## src/rtl/lmsc_pkg.sv

```systemverilog
// ----------------------------------------------------------------------------
// lmsc_pkg: shared types and tables for the label marching squares cell
// Item structs, per-cell group masks and the point code tables.
// ----------------------------------------------------------------------------
`default_nettype none

package lmsc_pkg;

   localparam int LABEL_W  = 16;
   localparam int COORD_W  = 12;
   localparam int CODE_W   = 3;
   localparam int VNUM_W   = 32;
   localparam int CORNERS  = 4;

   // group mask codes with special lengths
   localparam logic [3:0] MASK_EMPTY  = 4'd0;
   localparam logic [3:0] MASK_FULL   = 4'd15;
   localparam logic [3:0] MASK_DIAG_A = 4'd5;
   localparam logic [3:0] MASK_DIAG_B = 4'd10;

   // group lengths
   localparam logic [2:0] LEN_NONE  = 3'd0;
   localparam logic [2:0] LEN_THREE = 3'd3;
   localparam logic [2:0] LEN_FIVE  = 3'd5;

   // point codes P1..P5
   localparam logic [2:0] PT_P1 = 3'd0;
   localparam logic [2:0] PT_P2 = 3'd1;
   localparam logic [2:0] PT_P3 = 3'd2;
   localparam logic [2:0] PT_P4 = 3'd3;
   localparam logic [2:0] PT_P5 = 3'd4;

   typedef struct packed {
      logic               frame_start;
      logic [COORD_W-1:0] cell_x;
      logic [COORD_W-1:0] cell_y;
      logic [LABEL_W-1:0] label_x0_y1;
      logic [LABEL_W-1:0] label_x1_y1;
      logic [LABEL_W-1:0] label_x1_y0;
      logic [LABEL_W-1:0] label_x0_y0;
   } req_type;

   typedef struct packed {
      logic [COORD_W-1:0] out_x;
      logic [COORD_W-1:0] out_y;
      logic [CODE_W-1:0]  point_code;
      logic [VNUM_W-1:0]  vertex_number;
      logic [VNUM_W-1:0]  center_number;
      logic               is_center;
      logic               last;
   } rsp_type;

   // one cell after grouping: one mask per lane
   typedef struct packed {
      logic                           frame_start;
      logic [COORD_W-1:0]             cell_x;
      logic [COORD_W-1:0]             cell_y;
      logic [CORNERS-1:0][CORNERS-1:0] masks;
   } cell_type;

   function automatic logic [2:0] pts_len(input logic [3:0] mask);
      logic [2:0] len;
      case (mask) inside
         MASK_EMPTY, MASK_FULL:    len = LEN_NONE;
         MASK_DIAG_A, MASK_DIAG_B: len = LEN_FIVE;
         default:                  len = LEN_THREE;
      endcase
      return len;
   endfunction

   // a mask and its complement share a point list
   function automatic logic [2:0] pts_code(input logic [3:0] mask, input logic [2:0] k);
      logic [3:0] m;
      logic [2:0] first;
      logic [2:0] second;
      logic [2:0] code;
      m = mask[3] ? ~mask : mask;
      case (m)
         4'd1:    begin first = PT_P1; second = PT_P2; end
         4'd2:    begin first = PT_P2; second = PT_P3; end
         4'd3:    begin first = PT_P1; second = PT_P3; end
         4'd4:    begin first = PT_P3; second = PT_P4; end
         4'd6:    begin first = PT_P2; second = PT_P4; end
         4'd7:    begin first = PT_P1; second = PT_P4; end
         default: begin first = PT_P1; second = PT_P2; end
      endcase
      if (pts_len(mask) == LEN_FIVE) begin
         code = k;
      end else if (k == 3'd0) begin
         code = first;
      end else if (k == 3'd1) begin
         code = second;
      end else begin
         code = PT_P5;
      end
      return code;
   endfunction

endpackage

`default_nettype wire

```

## src/rtl/lmsc_lane.sv

```systemverilog
// ----------------------------------------------------------------------------
// lmsc_lane: group finder for one corner
// Owns a group when its label is non-zero and no earlier corner shares it.
// ----------------------------------------------------------------------------
`default_nettype none

module lmsc_lane #(
   parameter int LANE     = 0,
   parameter int CMP_BITS = 16
) (
   input  wire logic [lmsc_pkg::CORNERS-1:0][lmsc_pkg::LABEL_W-1:0] labels,
   output logic      [lmsc_pkg::CORNERS-1:0]                         mask
);
   import lmsc_pkg::*;

   logic [CMP_BITS-1:0] own;
   logic                owned;

   always_comb begin
      own   = labels[LANE][CMP_BITS-1:0];
      owned = (own != '0);
      for (int j = 0; j < CORNERS; j++) begin
         if (j < LANE && labels[j][CMP_BITS-1:0] == own) begin
            owned = 1'b0;
         end
      end
      for (int i = 0; i < CORNERS; i++) begin
         mask[i] = owned && (i >= LANE) && (labels[i][CMP_BITS-1:0] == own);
      end
   end

endmodule

`default_nettype wire

```

## src/rtl/lmsc_emit.sv

```systemverilog
// ----------------------------------------------------------------------------
// lmsc_emit: vertex emitter
// Walks a cell's groups into an output reg, one vertex a cycle unless stalled.
// ----------------------------------------------------------------------------
`default_nettype none

module lmsc_emit (
   input  wire logic               clock,
   input  wire logic               reset,
   input  wire logic               cell_valid,
   input  wire lmsc_pkg::cell_type cell_item,
   output logic                    cell_ready,
   output logic                    rsp_valid,
   input  wire logic               rsp_stall,
   output lmsc_pkg::rsp_type       rsp_data
);
   import lmsc_pkg::*;

   logic                cur_valid_ff, cur_valid_in;
   cell_type            cur_ff, cur_in;
   logic [1:0]          grp_ff, grp_in;
   logic [2:0]          k_ff, k_in;
   logic [VNUM_W-1:0]   counter_ff, counter_in;
   logic                rsp_valid_ff, rsp_valid_in;
   rsp_type             rsp_data_ff, rsp_data_in;

   logic [CORNERS-1:0][2:0] lens;
   logic [CORNERS-1:0]      nz;
   logic [1:0]              sel;
   logic                    found;
   logic                    more;
   logic                    out_free;
   logic                    emit;
   logic                    at_center;
   logic                    finish;
   logic                    take;
   logic [2:0]              to_center;

   always_comb begin
      for (int g = 0; g < CORNERS; g++) begin
         lens[g] = pts_len(cur_ff.masks[g]);
         nz[g]   = (lens[g] != LEN_NONE);
      end
      // lowest non-empty group at or after the current one
      sel   = grp_ff;
      found = 1'b0;
      for (int g = CORNERS - 1; g >= 0; g--) begin
         if (nz[g] && 2'(g) >= grp_ff) begin
            sel   = 2'(g);
            found = 1'b1;
         end
      end
      more = 1'b0;
      for (int g = 0; g < CORNERS; g++) begin
         if (nz[g] && 2'(g) > sel) begin
            more = 1'b1;
         end
      end
      out_free   = !rsp_valid_ff || !rsp_stall;
      emit       = cur_valid_ff && found && out_free;
      at_center  = (k_ff == lens[sel] - 3'd1);
      to_center  = lens[sel] - 3'd1 - k_ff;
      finish     = (cur_valid_ff && !found) || (emit && at_center && !more);
      cell_ready = !cur_valid_ff || finish;
      take       = cell_valid && cell_ready;
   end

   always_comb begin
      cur_valid_in = cur_valid_ff;
      cur_in       = cur_ff;
      grp_in       = grp_ff;
      k_in         = k_ff;
      counter_in   = counter_ff;
      rsp_valid_in = rsp_valid_ff && rsp_stall;
      rsp_data_in  = rsp_data_ff;

      if (emit) begin
         rsp_valid_in              = 1'b1;
         rsp_data_in.out_x         = cur_ff.cell_x;
         rsp_data_in.out_y         = cur_ff.cell_y;
         rsp_data_in.point_code    = pts_code(cur_ff.masks[sel], k_ff);
         rsp_data_in.vertex_number = counter_ff;
         rsp_data_in.center_number = counter_ff + VNUM_W'(to_center);
         rsp_data_in.is_center     = at_center;
         rsp_data_in.last          = at_center && !more;
         counter_in                = counter_ff + 32'd1;
         if (at_center) begin
            k_in   = 3'd0;
            grp_in = sel + 2'd1;
         end else begin
            k_in = k_ff + 3'd1;
         end
      end

      if (finish) begin
         cur_valid_in = 1'b0;
      end

      // load the next cell; frame start clears the numbering first
      if (take) begin
         cur_valid_in = 1'b1;
         cur_in       = cell_item;
         grp_in       = 2'd0;
         k_in         = 3'd0;
         if (cell_item.frame_start) begin
            counter_in = '0;
         end
      end
   end

   always_ff @(posedge clock) begin
      if (reset) begin
         cur_valid_ff <= 1'b0;
         grp_ff       <= 2'd0;
         k_ff         <= 3'd0;
         counter_ff   <= '0;
         rsp_valid_ff <= 1'b0;
      end else begin
         cur_valid_ff <= cur_valid_in;
         grp_ff       <= grp_in;
         k_ff         <= k_in;
         counter_ff   <= counter_in;
         rsp_valid_ff <= rsp_valid_in;
      end
   end

   always_ff @(posedge clock) begin
      cur_ff      <= cur_in;
      rsp_data_ff <= rsp_data_in;
   end

   assign rsp_valid = rsp_valid_ff;
   assign rsp_data  = rsp_data_ff;

`ifndef ASSERT_OFF
   a_k_range: assert property (@(posedge clock) disable iff (reset)
      cur_valid_ff |-> (k_ff < LEN_FIVE))
      else $error("vertex index past group length");

   a_count_step: assert property (@(posedge clock) disable iff (reset)
      (emit && !(take && cell_item.frame_start))
         |=> (counter_ff == $past(counter_ff) + 32'd1))
      else $error("vertex counter did not advance by one");

   a_last_center: assert property (@(posedge clock) disable iff (reset)
      (rsp_valid_ff && rsp_data_ff.last) |-> rsp_data_ff.is_center)
      else $error("last vertex of a cell is not a center");

   a_center_near: assert property (@(posedge clock) disable iff (reset)
      rsp_valid_ff |-> ((rsp_data_ff.center_number - rsp_data_ff.vertex_number) <= 32'd4))
      else $error("center number too far from vertex number");
`endif

endmodule

`default_nettype wire

```

## src/rtl/label_marching_squares_cell.sv

```systemverilog
// ----------------------------------------------------------------------------
// label_marching_squares_cell: contour vertices from a 2x2 label cell
// Groups equal non-zero corner labels and emits marching squares vertices.
// ----------------------------------------------------------------------------
// Usage:
//   req_* carries one cell item: four corner labels, its coordinates and a
//   frame_start flag that restarts vertex numbering at this cell. rsp_* gives
//   one vertex item per cycle unless rsp is stalled: cell coordinates, point
//   code P1..P5, its own number and the number of its group center; last
//   marks a cell's final vertex. Cells with no contour (all background or
//   one label on all four corners) give nothing. The first vertex of a
//   cell passes the input stage, the emitter's cell register and the output
//   register. A cell gives 3 to 12 vertices; the single output register
//   moves one vertex a cycle while rsp is not stalled. A register stage
//   in front of the emitter takes the next cell while the current one drains.
//   Stalling rsp holds the output register; the emitter and then the input
//   stage hold, and req_stall rises. Reset empties both stages and clears the
//   vertex counter to zero.
// ----------------------------------------------------------------------------
`default_nettype none

module label_marching_squares_cell #(
   parameter int LABEL_BITS = 16
) (
   input  wire logic              clock,
   input  wire logic              reset,
   input  wire logic              req_valid,
   output logic                   req_stall,
   input  wire lmsc_pkg::req_type req_data,
   output logic                   rsp_valid,
   input  wire logic              rsp_stall,
   output lmsc_pkg::rsp_type      rsp_data
);
   import lmsc_pkg::*;

   // compare only the low label bits that matter
   localparam int CmpBits = (LABEL_BITS < LABEL_W) ? LABEL_BITS : LABEL_W;

   logic [CORNERS-1:0][LABEL_W-1:0] labels;
   logic [CORNERS-1:0][CORNERS-1:0] lane_masks;

   logic     st1_valid_ff, st1_valid_in;
   cell_type st1_ff, st1_in;
   logic     cell_ready;
   logic     accept;

   assign labels[0] = req_data.label_x0_y1;
   assign labels[1] = req_data.label_x1_y1;
   assign labels[2] = req_data.label_x1_y0;
   assign labels[3] = req_data.label_x0_y0;

   // one lane per corner, each finds the group that corner starts
   for (genvar g = 0; g < CORNERS; g++) begin : g_lane
      lmsc_lane #(
         .LANE     (g),
         .CMP_BITS (CmpBits)
      ) u_lane (
         .labels (labels),
         .mask   (lane_masks[g])
      );
   end

   // input stage: hold while the emitter is busy
   assign req_stall = st1_valid_ff && !cell_ready;
   assign accept    = req_valid && !req_stall;

   always_comb begin
      st1_valid_in = st1_valid_ff && !cell_ready;
      st1_in       = st1_ff;
      if (accept) begin
         st1_valid_in       = 1'b1;
         st1_in.frame_start = req_data.frame_start;
         st1_in.cell_x      = req_data.cell_x;
         st1_in.cell_y      = req_data.cell_y;
         st1_in.masks       = lane_masks;
      end
   end

   always_ff @(posedge clock) begin
      if (reset) begin
         st1_valid_ff <= 1'b0;
      end else begin
         st1_valid_ff <= st1_valid_in;
      end
   end

   always_ff @(posedge clock) begin
      st1_ff <= st1_in;
   end

   // merge: walk the lane groups in corner order and number the vertices
   lmsc_emit u_emit (
      .clock      (clock),
      .reset      (reset),
      .cell_valid (st1_valid_ff),
      .cell_item  (st1_ff),
      .cell_ready (cell_ready),
      .rsp_valid  (rsp_valid),
      .rsp_stall  (rsp_stall),
      .rsp_data   (rsp_data)
   );

`ifndef ASSERT_OFF
   a_hold_full: assert property (@(posedge clock) disable iff (reset)
      (st1_valid_ff && !cell_ready) |=> (st1_valid_ff && $stable(st1_ff)))
      else $error("input stage lost a cell while the emitter was busy");

   a_one_owner: assert property (@(posedge clock) disable iff (reset)
      st1_valid_ff |-> ($countones(st1_ff.masks) <= 4))
      else $error("corner claimed by more than one group");

   a_own_bit: assert property (@(posedge clock) disable iff (reset)
      st1_valid_ff |-> ((st1_ff.masks[1][0] == 1'b0) && (st1_ff.masks[2][1:0] == 2'b00)
                        && (st1_ff.masks[3][2:0] == 3'b000)))
      else $error("group mask holds an earlier corner");
`endif

endmodule

`default_nettype wire
```

## config.mk

```make
export PLATFORM = sky130hd
export DESIGN_NAME = label_marching_squares_cell
export DESIGN_NICKNAME = d
export VERILOG_FILES = /design/src/rtl/lmsc_pkg.sv /design/src/rtl/lmsc_lane.sv /design/src/rtl/lmsc_emit.sv /design/src/rtl/label_marching_squares_cell.sv
export SDC_FILE = /design/constraint.sdc
export NUM_CORES = 1
export LEC_CHECK = 0
export BUFFER_PORTS_ARGS = -buffer_cell sky130_fd_sc_hd__buf_2
export CORE_MARGIN = 3
export CORE_UTILIZATION = 45
export DETAILED_ROUTE_END_ITERATION = 8
export PLACE_DENSITY = 0.73
export SYNTH_ARGS = -nofsm -noshare
export SYNTH_HDL_FRONTEND = slang
export SYNTH_SLANG_ARGS = --single-unit
```

## constraint.sdc

```tcl
create_clock -name clock -period 6.7 [get_ports clock]
set_clock_uncertainty 0.05 [all_clocks]
set_input_delay 1.005 -clock clock [delete_from_list [all_inputs] [get_ports clock]]
set_output_delay 1.005 -clock clock [all_outputs]
set_load 0.005 [all_outputs]
```

==> results of run 1 <==
## registers in the layout, summed over array words and instances, names as in the netlist
name	flops
u_emit.rsp_data	93
st1_ff	35
u_emit.cur_ff	34
u_emit.counter_ff	32
u_emit.k_ff	3
u_emit.grp_ff	2
st1_valid_ff	1
u_emit.cur_valid_ff	1
u_emit.rsp_valid	1
## metal layers
layer	GRT usage, %	up-vias
met5	0	-
met1	23.2	2982
met4	6.22	4
li1	-	3055
met2	34.0	184
met3	3.00	30
## power by group through the flow
stage	sequential, mW	combinational (mW)	clock, mW
2_1_floorplan	1.45	0.126	0
3_3_place_gp	1.45	0.245	0
3_5_place_dp	1.45	0.244	0
4_1_cts	1.43	0.246	1.12
5_1_grt	1.43	0.270	1.17
6_report	1.43	0.244	1.09
## synth_stat cells (2+ instances only)
cell type	number	area, µm²
sky130_fd_sc_hd__nor2b_1	2	12.5
sky130_fd_sc_hd__fa_1	2	40.0
sky130_fd_sc_hd__and3_1	7	43.8
sky130_fd_sc_hd__nor4bb_1	2	20.0
sky130_fd_sc_hd__nand3b_1	3	22.5
sky130_fd_sc_hd__dfxtp_1	40	801
sky130_fd_sc_hd__buf_6	4	45.0
sky130_fd_sc_hd__xnor2_1	39	342
sky130_fd_sc_hd__nor4_1	43	269
sky130_fd_sc_hd__inv_1	24	90.1
sky130_fd_sc_hd__clkbuf_1	13	48.8
sky130_fd_sc_hd__buf_2	2	10.0
sky130_fd_sc_hd__o31ai_1	3	22.5
sky130_fd_sc_hd__a31oi_1	4	25.0
sky130_fd_sc_hd__nand3_1	16	80.1
sky130_fd_sc_hd__ha_1	17	213
sky130_fd_sc_hd__nor2_1	81	304
sky130_fd_sc_hd__or3_1	5	31.3
sky130_fd_sc_hd__and2_1	3	18.8
sky130_fd_sc_hd__a21o_1	4	30.0
sky130_fd_sc_hd__nor3_1	13	65.1
sky130_fd_sc_hd__o22ai_1	2	12.5
sky130_fd_sc_hd__nor3b_1	2	15.0
sky130_fd_sc_hd__xor2_1	125	1090
sky130_fd_sc_hd__mux2_2	2	22.5
sky130_fd_sc_hd__nand4_1	25	156
sky130_fd_sc_hd__a311oi_1	3	26.3
sky130_fd_sc_hd__edfxtp_1	162	4860
sky130_fd_sc_hd__a21oi_1	12	60.1
sky130_fd_sc_hd__and4_1	7	61.3
sky130_fd_sc_hd__nand2b_1	4	25.0
sky130_fd_sc_hd__o21ai_0	5	25.0
sky130_fd_sc_hd__nand2_1	35	131
sky130_fd_sc_hd__or2_2	5	31.3
## per-stage QoR
stage               cell area [µm²]  setup slack (ps)  cells  hold WS, ps
floorplan                      9290              1830    738          350
global placement              10500              1910   1173          350
detailed placement            10500              1710   1173          355
CTS                           11100              1640   1208          368
global route                  11100              1290   1208          371
finish                        11100              1680   1208          367
## cell type report
| type | count | area (µm²) | area share (%) |
|---|---|---|---|
| Clock buffer | 26 | 554 | 4.98 |
| Clock inverter | 9 | 95.1 | 0.854 |
| Inverter | 24 | 92.6 | 0.832 |
| Multi-Input combinational cell | 492 | 3440 | 30.9 |
| Sequential cell | 202 | 5670 | 50.9 |
| Tap cell | 265 | 332 | 2.98 |
| Timing Repair Buffer | 190 | 958 | 8.61 |
## logic make-up after synthesis
logic type	share of synthesized area, %
and+or+nand+nor	14.8
DFF	61.0
xor gates and xnor gates	15.5
AOI/OAI and AO/OA	3.66
buffers and inverters	2.14
adders and majority gates	2.72
muxes	0.242
## worst paths after layout
check                              to  slack, ps  depth (start not counted)
setup / recovery            req_stall       1680                         14
hold / removal       u_emit.cur_ff[0]        370                          0
setup reg to reg  u_emit.rsp_data[25]       1690                         16
hold reg to reg      u_emit.cur_ff[0]        370                          0
==> impl_table.tex, run 1 <==
\begin{tabular}{lr}
\hline
Metric & Value \\
\hline
\multicolumn{2}{l}{\textbf{Status}} \\
\quad Status & finished, final reports clean \\
\multicolumn{2}{l}{\textbf{Worst setup path}} \\
\quad Reg2reg start & u\_emit.cur\_ff[0] \\
\quad Critical path launch point & u\_emit.cur\_ff[0] \\
\quad Largest fanout on the critical path & 11 \\
\quad Category of the critical setup timing path & reg -> out \\
\quad Slowest library cell on the worst path & sky130\_fd\_sc\_hd\_\_edfxtp\_1 \\
\quad Startpoint Class & flip-flop \\
\quad Series of cell instances along the critical path & nor4\_2 > o32a\_1 > nand2\_1 > a311oi\_1 > a21oi\_1 > ha\_1 > inv\_1 > ha\_1 > and2\_1 > nand3b\_4 > o311a\_4 > nand2\_1 > inv\_1 > buf\_2 \\
\quad Critical path's largest stage delay & 540 ps \\
\quad Total buffers and inverters traversed by the critical path & 3 \\
\quad Req. time, crit path & 5640 ps \\
\quad Critical path capture point type & output port \\
\quad Critical path's top delay family & compound AO/OA/AOI/OAI gates \\
\quad Data arrival time of the worst path & 3970 ps \\
\multicolumn{2}{l}{\textbf{GRT}} \\
\quad Initial antenna violation count & 2 \\
\quad Wire length of the first global-routing pass & 33.3 mm \\
\quad Global-route total usage across every layer & 18.9\% \\
\quad Pin count of the biggest net entering global routing & 64 \\
\quad Number of global-route vias before repair & 6210 \\
\quad Residual overflow from global routing & 0 \\
\multicolumn{2}{l}{\textbf{Pwr}} \\
\quad Net Switching & between 600 and 700 µW \\
\quad Maximum VDD drop & about 0.00012 V \\
\quad Clock network power share & $\sim$40\% \\
\quad Part of the total power dissipated in combinational logic & 8.8\% \\
\quad Pwr Total & 2.76 mW \\
\quad Relative contribution of sequential cells to total power & roughly half \\
\quad Static leakage & 4.38 nW \\
\quad Fraction of power spent switching nets & 21.8\% \\
\quad Pwr dens & approximately 250 mW/mm² \\
\quad Power Internal & 2.16 mW \\
\multicolumn{2}{l}{\textbf{Floorplanning}} \\
\quad Floorplan core area & 0.0198 mm² \\
\quad Effective utilization at floorplan & 46.8\% \\
\quad Number of top-level pins & $\sim$190 \\
\quad Die area & 0.0224 mm² \\
\quad Die Y-Extent & roughly 150 µm \\
\quad Row count & a little over 50 \\
\quad Width of the chip & 150 µm \\
\multicolumn{2}{l}{\textbf{Yosys}} \\
\quad Synth warnings & 0 \\
\quad Primary flip-flop cell chosen by synthesis mapping & sky130\_fd\_sc\_hd\_\_edfxtp\_1 \\
\quad Number of distinct standard cells referenced by the synthesized netlist & 56 \\
\quad Syn\_nets & 850 \\
\quad Synthesized flop and latch total & a little over 200 \\
\quad Register area share after synthesis & 61.0\% \\
\quad Synthesized area divided by synthesized cell count & approximately 13 µm² \\
\quad Number of flops mapped to enable cells by yosys & 162 \\
\quad Number of instances in the synthesized netlist & 738 \\
\quad Proportion of register bits with asynchronous set or reset after synthesis & 0\% \\
\quad Post-Synthesis Cell Area & about 0.0093 mm² \\
\multicolumn{2}{l}{\textbf{Clock tree}} \\
\quad Sink count of the clock tree & 202 \\
\quad Post-CTS Setup Bufs & 0 \\
\quad Clk Latency, worst-skew pair & 480 ps \\
\quad Number of instances resized during post-cts repair & 0 \\
\quad Clock H-tree levels & 1 \\
\quad Number of buffers created by CTS & 20 \\
\quad Maximum buffer depth of the clock tree & 3 \\
\quad Clk slew on worst S/H paths & about 60 ps \\
\quad Clock root cell & sky130\_fd\_sc\_hd\_\_clkbuf\_16 \\
\quad CTS tree & built \\
\quad CTS hold repair buffers & 0 \\
\multicolumn{2}{l}{\textbf{Finish}} \\
\quad Number of nets at the end of the flow & 1042 \\
\quad Leading cell type in the layout, fill and taps excluded & sky130\_fd\_sc\_hd\_\_buf\_2 \\
\quad Area delta synth->final & 19.8\% \\
\quad Number of filler cells placed in the layout & 1706 \\
\quad Post-route core utilization & approximately 56\% \\
\quad Share of cells above drive strength 1 & 24.9\% \\
\quad Most frequent cells in the layout & sky130\_fd\_sc\_hd\_\_buf\_2, sky130\_fd\_sc\_hd\_\_edfxtp\_1, sky130\_fd\_sc\_hd\_\_xor2\_1 \\
\quad ANT cells & 0 \\
\multicolumn{2}{l}{\textbf{Min path}} \\
\quad Hold Startpoint & st1\_ff[0] \\
\quad Worst Hold Class & reg -> reg \\
\multicolumn{2}{l}{\textbf{Timing}} \\
\quad Max-slew violations & 0 \\
\quad Worst slew margin & 32.8\% \\
\quad Maximum achievable frequency & $\sim$0.2 GHz \\
\quad Least-Margin Pin Slew & 1010 ps \\
\quad Setup repair after global routing missed its margin & false \\
\quad Final Setup Violations & 0 \\
\quad Total Neg Setup Slack & 0 ps \\
\quad Min Tclk post-route & around 5000 ps \\
\quad Share of the clock period used by the worst path & between 70\% and 80\% \\
\quad Count of final hold-check violations & 0 \\
\multicolumn{2}{l}{\textbf{Route}} \\
\quad Routed length on met2 & 11.1 mm \\
\quad Number of design-rule violations left by the first detailed-router iteration & $\sim$450 \\
\quad Highest Signal Layer & met5 \\
\quad Antenna Nets Post-Route & 0 \\
\quad WL met3 & 1.03 mm \\
\quad Routed wirelength normalized by instance count & 17.5 µm \\
\quad Total DRC errors in the routed layout & 0 \\
\quad Length of routed wiring on met1 & 8.55 mm \\
\quad Number of vias per cell & 5.18 \\
\quad DRT Pass-1 Iters & 4 \\
\quad Routed vias & roughly 6300 \\
\quad Detailed-route wire length & approximately 21 mm \\
\multicolumn{2}{l}{\textbf{Place}} \\
\quad Routability-driven placement congestion ratio & 0.917 \\
\quad Hpwl dp & 16.1 mm \\
\quad IO buf count & between 150 and 200 \\
\multicolumn{2}{l}{\textbf{Run}} \\
\quad Max Cap Viol & 0 \\
\hline
\end{tabular}
No activity file was read; power rests on OpenSTA's default activity.
==> inputs of run 2 (changes only) <==
--- a/config.mk
+++ b/config.mk
@@ -9,7 +9,7 @@
 export CORE_MARGIN = 3
 export CORE_UTILIZATION = 45
 export DETAILED_ROUTE_END_ITERATION = 8
-export PLACE_DENSITY = 0.73
+export PLACE_DENSITY = 0.76
 export SYNTH_ARGS = -nofsm -noshare
 export SYNTH_HDL_FRONTEND = slang
 export SYNTH_SLANG_ARGS = --single-unit
==> constraint.sdc (replaced) <==
create_clock -name clock -period 4.1 [get_ports clock]
set_clock_uncertainty 0.05 [all_clocks]
set_input_delay 0.615 -clock clock [delete_from_list [all_inputs] [get_ports clock]]
set_output_delay 0.615 -clock clock [all_outputs]
set_load 0.005 [all_outputs]
==> run 2 against run 1 <==
Effect of this change:
- first-iteration DRC count decreased by 16%
- register-to-register slack got worse by 1500 ps
- design area rose by 3.5%
- cell count is 2.9% higher
- die area stayed put
- critical path type unchanged
==> impl_table.tex, run 2 (same netlist as run 1, synthesis figures left out) <==
\begin{tabular}{lr}
\hline
Metric & Value \\
\hline
\multicolumn{2}{l}{\textbf{Status}} \\
\quad Status & finished, final reports clean \\
\multicolumn{2}{l}{\textbf{Pwr}} \\
\quad Static leakage & 4.58 nW (+4.7\%) \\
\quad Maximum VDD drop & 0.000180 V (+51\%) \\
\quad Pwr dens & 395 mW/mm² (+59\%) \\
\quad Pwr Total & 4.55 mW (+65\%) \\
\multicolumn{2}{l}{\textbf{Worst setup path}} \\
\quad Category of the critical setup timing path & reg -> out \\
\quad Top cell by count, worst path & sky130\_fd\_sc\_hd\_\_inv\_2 \\
\quad Critical path capture point type & output port \\
\quad Largest fanout on the critical path & 3 (-8) \\
\quad Critical path's largest stage delay & 440 ps (-100 ps) \\
\quad Data arrival time of the worst path & 3410 ps (-560 ps) \\
\quad Slowest library cell on the worst path & sky130\_fd\_sc\_hd\_\_or3\_1 \\
\quad Req. time, crit path & 3430 ps (-2210 ps) \\
\quad Startpoint Class & flip-flop \\
\quad Series of cell instances along the critical path & or3\_1 > nand2b\_1 > a31oi\_1 > a311oi\_2 > a21oi\_2 > ha\_1 > inv\_2 > ha\_4 > and2\_4 > nand3b\_4 > o311a\_4 > nand2\_4 > inv\_2 > buf\_6 \\
\multicolumn{2}{l}{\textbf{Place}} \\
\quad IO buf count & 187 (unchanged) \\
\quad Routability-driven placement congestion ratio & 0.998 (+8.8\%) \\
\quad Hpwl dp & 16.2 mm (+1.2\%) \\
\quad Number of cells after detailed placement & 1198 (+2.1\%) \\
\multicolumn{2}{l}{\textbf{Timing}} \\
\quad Count of final hold-check violations & 0 (unchanged) \\
\quad Min Tclk post-route & 4080 ps \\
\quad Least-Margin Pin Slew & 713 ps (-293 ps) \\
\quad Maximum achievable frequency & 0.245 GHz \\
\quad Final Setup Violations & 0 (unchanged) \\
\quad Share of the clock period used by the worst path & around 100\% \\
\quad Worst slew margin & 52.1\% (+19 points) \\
\quad Final worst hold slack & 266 ps (-101 ps) \\
\quad Max-slew violations & 0 (unchanged) \\
\quad Setup repair after global routing missed its margin & true \\
\multicolumn{2}{l}{\textbf{GRT}} \\
\quad Number of global-route vias before repair & 6367 (+2.5\%) \\
\quad GR Util met1 & 24.6\% (+1.3 points) \\
\quad Residual overflow from global routing & 0 (unchanged) \\
\quad Pin count of the biggest net entering global routing & 58 (-9.4\%) \\
\quad Global-route total usage across every layer & 18.9\% (about the same) \\
\quad Global routing's busiest layer & met2 \\
\quad Global-route met2 utilization & 32.0\% (-1.9 points) \\
\quad Wire length of the first global-routing pass & 33.5 mm (+0.71\%) \\
\quad Initial antenna violation count & 1 (-1) \\
\quad Met3 track demand over resource in global routing & 3.09\% (+0.091 points) \\
\multicolumn{2}{l}{\textbf{Route}} \\
\quad Routed vias & 6547 (+4.7\%) \\
\quad DRT Pass-1 Iters & 5 (+1) \\
\quad Number of vias per cell & 5.27 (+1.7\%) \\
\quad Routed wirelength normalized by instance count & 17.2 µm (-1.8\%) \\
\quad Antenna Nets Post-Route & 0 (unchanged) \\
\quad Total DRC errors in the routed layout & 0 (unchanged) \\
\quad Number of design-rule violations left by the first detailed-router iteration & 374 (-16\%) \\
\quad Detailed-route wire length & 21.4 mm (+1.1\%) \\
\multicolumn{2}{l}{\textbf{Min path}} \\
\quad Worst Hold Class & in -> reg \\
\multicolumn{2}{l}{\textbf{Floorplanning}} \\
\quad Row count & 51 (unchanged) \\
\quad Die Y-Extent & 150 µm (unchanged) \\
\quad Width of the chip & 150 µm (unchanged) \\
\quad Number of top-level pins & 188 (unchanged) \\
\quad Die area & 0.0224 mm² (unchanged) \\
\quad Floorplan core area & 0.0198 mm² (unchanged) \\
\quad Effective utilization at floorplan & 46.8\% (unchanged) \\
\multicolumn{2}{l}{\textbf{Finish}} \\
\quad Number of flip-flops under the largest register name & 93 (unchanged) \\
\quad Leading cell type in the layout, fill and taps excluded & sky130\_fd\_sc\_hd\_\_buf\_2 \\
\quad Number of nets at the end of the flow & 1076 (+3.3\%) \\
\quad Post-route core utilization & 58.1\% (+2.0 points) \\
\quad Area delta synth->final & 24.0\% \\
\quad Share of cells above drive strength 1 & 29.7\% (+4.7 points) \\
\quad ANT cells & 0 (unchanged) \\
\quad Number of filler cells placed in the layout & 1651 (-3.2\%) \\
\quad Most frequent cells in the layout & sky130\_fd\_sc\_hd\_\_buf\_2, sky130\_fd\_sc\_hd\_\_edfxtp\_1, sky130\_fd\_sc\_hd\_\_xor2\_1 \\
\quad Finished Layout Cells & 1243 (+2.9\%) \\
\multicolumn{2}{l}{\textbf{Clock tree}} \\
\quad Clk Latency, worst-skew pair & 490 ps (about the same) \\
\quad Maximum buffer depth of the clock tree & 3 (unchanged) \\
\quad CTS hold repair buffers & 0 (unchanged) \\
\quad Sink count of the clock tree & 202 (unchanged) \\
\quad Clk slew on worst S/H paths & 60 ps (about the same) \\
\quad Clock H-tree levels & 1 (unchanged) \\
\quad CTS tree & built \\
\quad Number of buffers created by CTS & 21 (+5.0\%) \\
\quad Clock root cell & sky130\_fd\_sc\_hd\_\_clkbuf\_16 \\
\multicolumn{2}{l}{\textbf{Run}} \\
\quad Max Cap Viol & 0 (unchanged) \\
\hline
\end{tabular}
## run 2: changes by cell type in the layout (fill, tap and decap cells not counted), sizes merged
| cell | before | now |
|---|---|---|
| inv | 25 | 26 |
| bufinv | 2 | 1 |
| clkinv | 6 | 4 |
| clkbuf | 26 | 30 |
| buf | 190 | 223 |
## run 2: per-layer routing
metal  wire [µm]  vias up
li1            -     3135
met1        8580     3092
met2       10600      265
met3        1510       53
met4         732        2
met5           8        -
## run 2: final timing paths
path	start	to	slack, ps	depth (start not counted)
worst max-delay path	u_emit.cur_ff[7]	req_stall	20	14
worst min-delay path	req_data[69]	st1_ff[21]	270	1
worst min register to register	u_emit.cur_ff[16]	u_emit.rsp_data[69]	360	0
worst max register to register	u_emit.cur_ff[0]	u_emit.rsp_data[21]	150	17
## run 2: repair_timing
action | 4_1_cts | 5_1_grt
endpoints found under the setup margin | 2 | 19
pin swaps | 2 | 11
cloned | 0 | 0
resized for setup | 2 | 21
buffers inserted | 3 | 5
## run 2: cell type report
type                    instances  area, µm²  area share [%]
clock buffers                  30        579            5.03
clock inverters                 7       67.6           0.586
inverters                      24       92.6           0.803
multi-input cells             492       3540            30.7
flip-flops and latches        202       5670            49.2
well taps                     265        332            2.88
repair buffers                223       1250            10.8
## run 2: critical path, delay by kind of cell (launching register included)
kind / cells / cell delay (ps)
AND/OR/NAND/NOR: 5 / 890
flip-flops: 1 / 390
AO/OA/AOI/OAI: 4 / 890
adder cells (fa/ha/maj): 2 / 570
buffers and inverters: 3 / 200
## run 2: power breakdown
group          internal (mW)  switching (mW)
Clock                   1.05           0.732
Sequential              2.30          0.0252
Combinational          0.180           0.260
## run 2: per-stage QoR
stage          setup WS, ps  setup TNS, ps  area, µm²
2_1_floorplan          28.5              0       9310
3_3_place_gp           56.1              0      10700
3_5_place_dp          -78.2          -78.2      10700
4_1_cts               -54.8          -54.8      11400
5_1_grt                -134           -461      11500
6_report               24.0              0      11500
==> inputs of run 3 (changes only) <==
--- a/config.mk
+++ b/config.mk
@@ -7,9 +7,10 @@
 export LEC_CHECK = 0
 export BUFFER_PORTS_ARGS = -buffer_cell sky130_fd_sc_hd__buf_2
 export CORE_MARGIN = 3
-export CORE_UTILIZATION = 45
+export CORE_UTILIZATION = 50
 export DETAILED_ROUTE_END_ITERATION = 8
-export PLACE_DENSITY = 0.76
+export PLACE_DENSITY = 0.83
+export SKIP_CTS_REPAIR_TIMING = 1
 export SYNTH_ARGS = -nofsm -noshare
 export SYNTH_HDL_FRONTEND = slang
 export SYNTH_SLANG_ARGS = --single-unit
==> run 3 against run 2 <==
Effect of this change:
- critical path depth up 1
- largest power group unchanged
- combinational power down 1%
- sequential power about the same
- via count is 0.61% higher
- sequential share of layout area up 0.46 points
- critical endpoint unchanged
- fmax rose by 2.1%
- cell count decreased by 2.7%
- clock power decreased by 3%
- register-to-register slack is essentially flat
- die area is 9.6% lower
==> impl_table.tex, run 3 (same netlist as run 1, synthesis figures left out) <==
\begin{tabular}{lr}
\hline
Metric & Value \\
\hline
\multicolumn{2}{l}{\textbf{Finish}} \\
\quad Share of cells above drive strength 1 & 29.2\% (-0.44 points) \\
\quad Number of filler cells placed in the layout & 1354 (-18\%) \\
\quad Number of nets at the end of the flow & 1077 (+0.093\%) \\
\quad Leading cell type in the layout, fill and taps excluded & sky130\_fd\_sc\_hd\_\_buf\_2 \\
\quad Area delta synth->final & 22.9\% \\
\quad Most frequent cells in the layout & sky130\_fd\_sc\_hd\_\_buf\_2, sky130\_fd\_sc\_hd\_\_edfxtp\_1, sky130\_fd\_sc\_hd\_\_xor2\_1 \\
\quad Number of flip-flops under the largest register name & 93 (unchanged) \\
\quad Post-route core utilization & 63.1\% (+5.1 points) \\
\multicolumn{2}{l}{\textbf{Timing}} \\
\quad Share of the clock period used by the worst path & 97.3\% (-2.1 points) \\
\quad Min Tclk post-route & 3990 ps (-85.3 ps) \\
\quad Max-slew violations & 0 (unchanged) \\
\quad Worst slew margin & 54.1\% (+1.9 points) \\
\quad Least-Margin Pin Slew & 683 ps (-29.7 ps) \\
\quad Final Setup Violations & 0 (unchanged) \\
\quad Setup repair after global routing missed its margin & true \\
\quad Maximum achievable frequency & 0.251 GHz (+2.1\%) \\
\quad Count of final hold-check violations & 0 (unchanged) \\
\multicolumn{2}{l}{\textbf{Place}} \\
\quad Routability-driven placement congestion ratio & 0.999 (+0.12\%) \\
\quad Hpwl dp & 16.4 mm (+1.1\%) \\
\quad IO buf count & 187 (unchanged) \\
\multicolumn{2}{l}{\textbf{GRT}} \\
\quad Number of global-route vias before repair & 6452 (+1.3\%) \\
\quad Pin count of the biggest net entering global routing & 108 (+86\%) \\
\quad Global-route total usage across every layer & 21.1\% (+2.2 points) \\
\quad Wire length of the first global-routing pass & 33.9 mm (+1.2\%) \\
\quad Initial antenna violation count & 4 (+3) \\
\quad Residual overflow from global routing & 0 (unchanged) \\
\multicolumn{2}{l}{\textbf{Route}} \\
\quad Routed wirelength normalized by instance count & 18.0 µm (+4.8\%) \\
\quad DRT Pass-1 Iters & 5 (unchanged) \\
\quad Total DRC errors in the routed layout & 0 (unchanged) \\
\quad Detailed-route wire length & 21.8 mm (+1.9\%) \\
\quad Routed vias & 6587 (+0.61\%) \\
\quad Number of design-rule violations left by the first detailed-router iteration & 423 (+13\%) \\
\quad Number of vias per cell & 5.45 (+3.4\%) \\
\quad Antenna Nets Post-Route & 0 (unchanged) \\
\multicolumn{2}{l}{\textbf{Worst setup path}} \\
\quad Minimum setup slack among reg-to-reg paths & 150 ps (about the same) \\
\quad Startpoint Class & flip-flop \\
\quad End of the worst register-to-register path & u\_emit.rsp\_data[26] \\
\quad Data arrival time of the worst path & 3330 ps (-80 ps) \\
\quad Reg2reg start & u\_emit.cur\_ff[1] \\
\quad Req. time, crit path & 3430 ps (about the same) \\
\quad Category of the critical setup timing path & reg -> out \\
\quad Critical path capture point type & output port \\
\quad Largest fanout on the critical path & 5 (+2) \\
\quad Series of cell instances along the critical path & buf\_6 > nor4\_4 > o32a\_1 > nand2\_2 > a311oi\_2 > a21oi\_1 > ha\_1 > inv\_2 > ha\_1 > and2\_4 > nand3b\_4 > o311a\_4 > nand2\_2 > inv\_1 > buf\_2 \\
\quad Critical path's largest stage delay & 420 ps (-20 ps) \\
\quad Path depth of the worst reg2reg path & 16 (-1) \\
\quad Slowest library cell on the worst path & sky130\_fd\_sc\_hd\_\_edfxtp\_1 \\
\multicolumn{2}{l}{\textbf{Pwr}} \\
\quad Pwr dens & 394 mW/mm² (-0.26\%) \\
\quad Static leakage & 4.55 nW (-0.62\%) \\
\quad Maximum VDD drop & 0.000184 V (+2.6\%) \\
\quad Pwr Total & 4.49 mW (-1.2\%) \\
\multicolumn{2}{l}{\textbf{Clock tree}} \\
\quad Clk slew on worst S/H paths & 60 ps (about the same) \\
\quad Clk Latency, worst-skew pair & 480 ps (about the same) \\
\quad Clock root cell & sky130\_fd\_sc\_hd\_\_clkbuf\_16 \\
\quad CTS tree & built \\
\quad Number of buffers created by CTS & 21 (unchanged) \\
\quad Maximum buffer depth of the clock tree & 3 (unchanged) \\
\quad Clock H-tree levels & 1 (unchanged) \\
\quad Sink count of the clock tree & 202 (unchanged) \\
\multicolumn{2}{l}{\textbf{Min path}} \\
\quad Number of instances on the worst hold path & 1 (unchanged) \\
\quad Endpoint of the worst hold-timing path & st1\_ff[32] \\
\quad Hold Startpoint & req\_data[80] \\
\quad Worst Hold Class & in -> reg \\
\multicolumn{2}{l}{\textbf{Floorplanning}} \\
\quad Die area & 0.0203 mm² (-9.6\%) \\
\quad Effective utilization at floorplan & 51.4\% (+4.6 points) \\
\quad Floorplan core area & 0.0181 mm² (-8.9\%) \\
\quad Row count & 49 (-3.9\%) \\
\quad Number of top-level pins & 188 (unchanged) \\
\quad Die Y-Extent & 142 µm (-4.9\%) \\
\quad Width of the chip & 142 µm (-4.9\%) \\
\multicolumn{2}{l}{\textbf{Status}} \\
\quad Status & finished, final reports clean \\
\multicolumn{2}{l}{\textbf{Run}} \\
\quad Max Cap Viol & 0 (unchanged) \\
\hline
\end{tabular}
[run 3: cell count changes in the layout (fill, tap and decap cells not counted), sizes merged]
cell,previous run,this run
clkbuf,30,26
inv,26,24
clkinvlp,0,2
buf,223,224
diode,0,1
clkinv,4,8
[run 3: area by class of cell]
class	count	area, µm²	share of cell area [%]
Clock buffer	26	554	4.85
Antenna cell	1	2.50	0.0219
Sequential cell	202	5670	49.6
Inverter	24	92.6	0.811
Clock inverter	11	82.6	0.723
Multi-Input combinational cell	492	3490	30.6
Tap cell	229	287	2.51
Timing Repair Buffer	224	1240	10.9
[run 3: worst max-delay path by stage]
stage	slack, ps	end	cells past startpoint	startpoint
detailed placement	4	u_emit.rsp_data[33]	17	u_emit.cur_ff[1]
floorplan	30	u_emit.rsp_data[33]	18	u_emit.grp_ff[0]
CTS	-180	req_stall	15	u_emit.cur_ff[1]
global route	-50	req_stall	15	u_emit.cur_ff[1]
global placement	90	u_emit.rsp_data[33]	17	u_emit.cur_ff[1]
finish	110	req_stall	15	u_emit.cur_ff[1]
[run 3: power by group]
| group | internal, mW | total [mW] | leakage [nW] | switching (mW) |
|---|---|---|---|---|
| Combinational | 0.176 | 0.435 | 2.35 | 0.259 |
| Clock | 1.02 | 1.73 | 0.312 | 0.712 |
| Sequential | 2.30 | 2.33 | 1.89 | 0.0255 |
[run 3: metrics by stage]
step / cells / hold slack [ps] / setup slack (ps) / instance area, µm² / TNS [ps]
final: 1209 / 270 / 109 / 11400 / 0
after global routing: 1209 / 255 / -46.0 / 11400 / -51.9
after CTS: 1198 / 255 / -181 / 11300 / -181
after floorplan: 738 / 350 / 28.5 / 9310 / 0
after global placement: 1161 / 351 / 87.8 / 10700 / 0
after detailed placement: 1161 / 355 / 4.00 / 10700 / 0
[run 3: critical path: cells and delay by family (launching register included)]
family,cells,cell delay [ps]
AO/OA/AOI/OAI,4,830
AND/OR/NAND/NOR,5,680
adder cells (fa/ha/maj),2,580
flip-flops,1,420
buffers and inverters,4,350
[run 3: per-layer routing]
layer | GRT usage (%) | vias up | share of wire (%)
met5 | 0 | - | 0.15
met2 | 37.1 | 247 | 51
met3 | 3.86 | 63 | 6.3
li1 | - | 3140 | -
met4 | 8.05 | 6 | 3.6
met1 | 25.9 | 3131 | 39
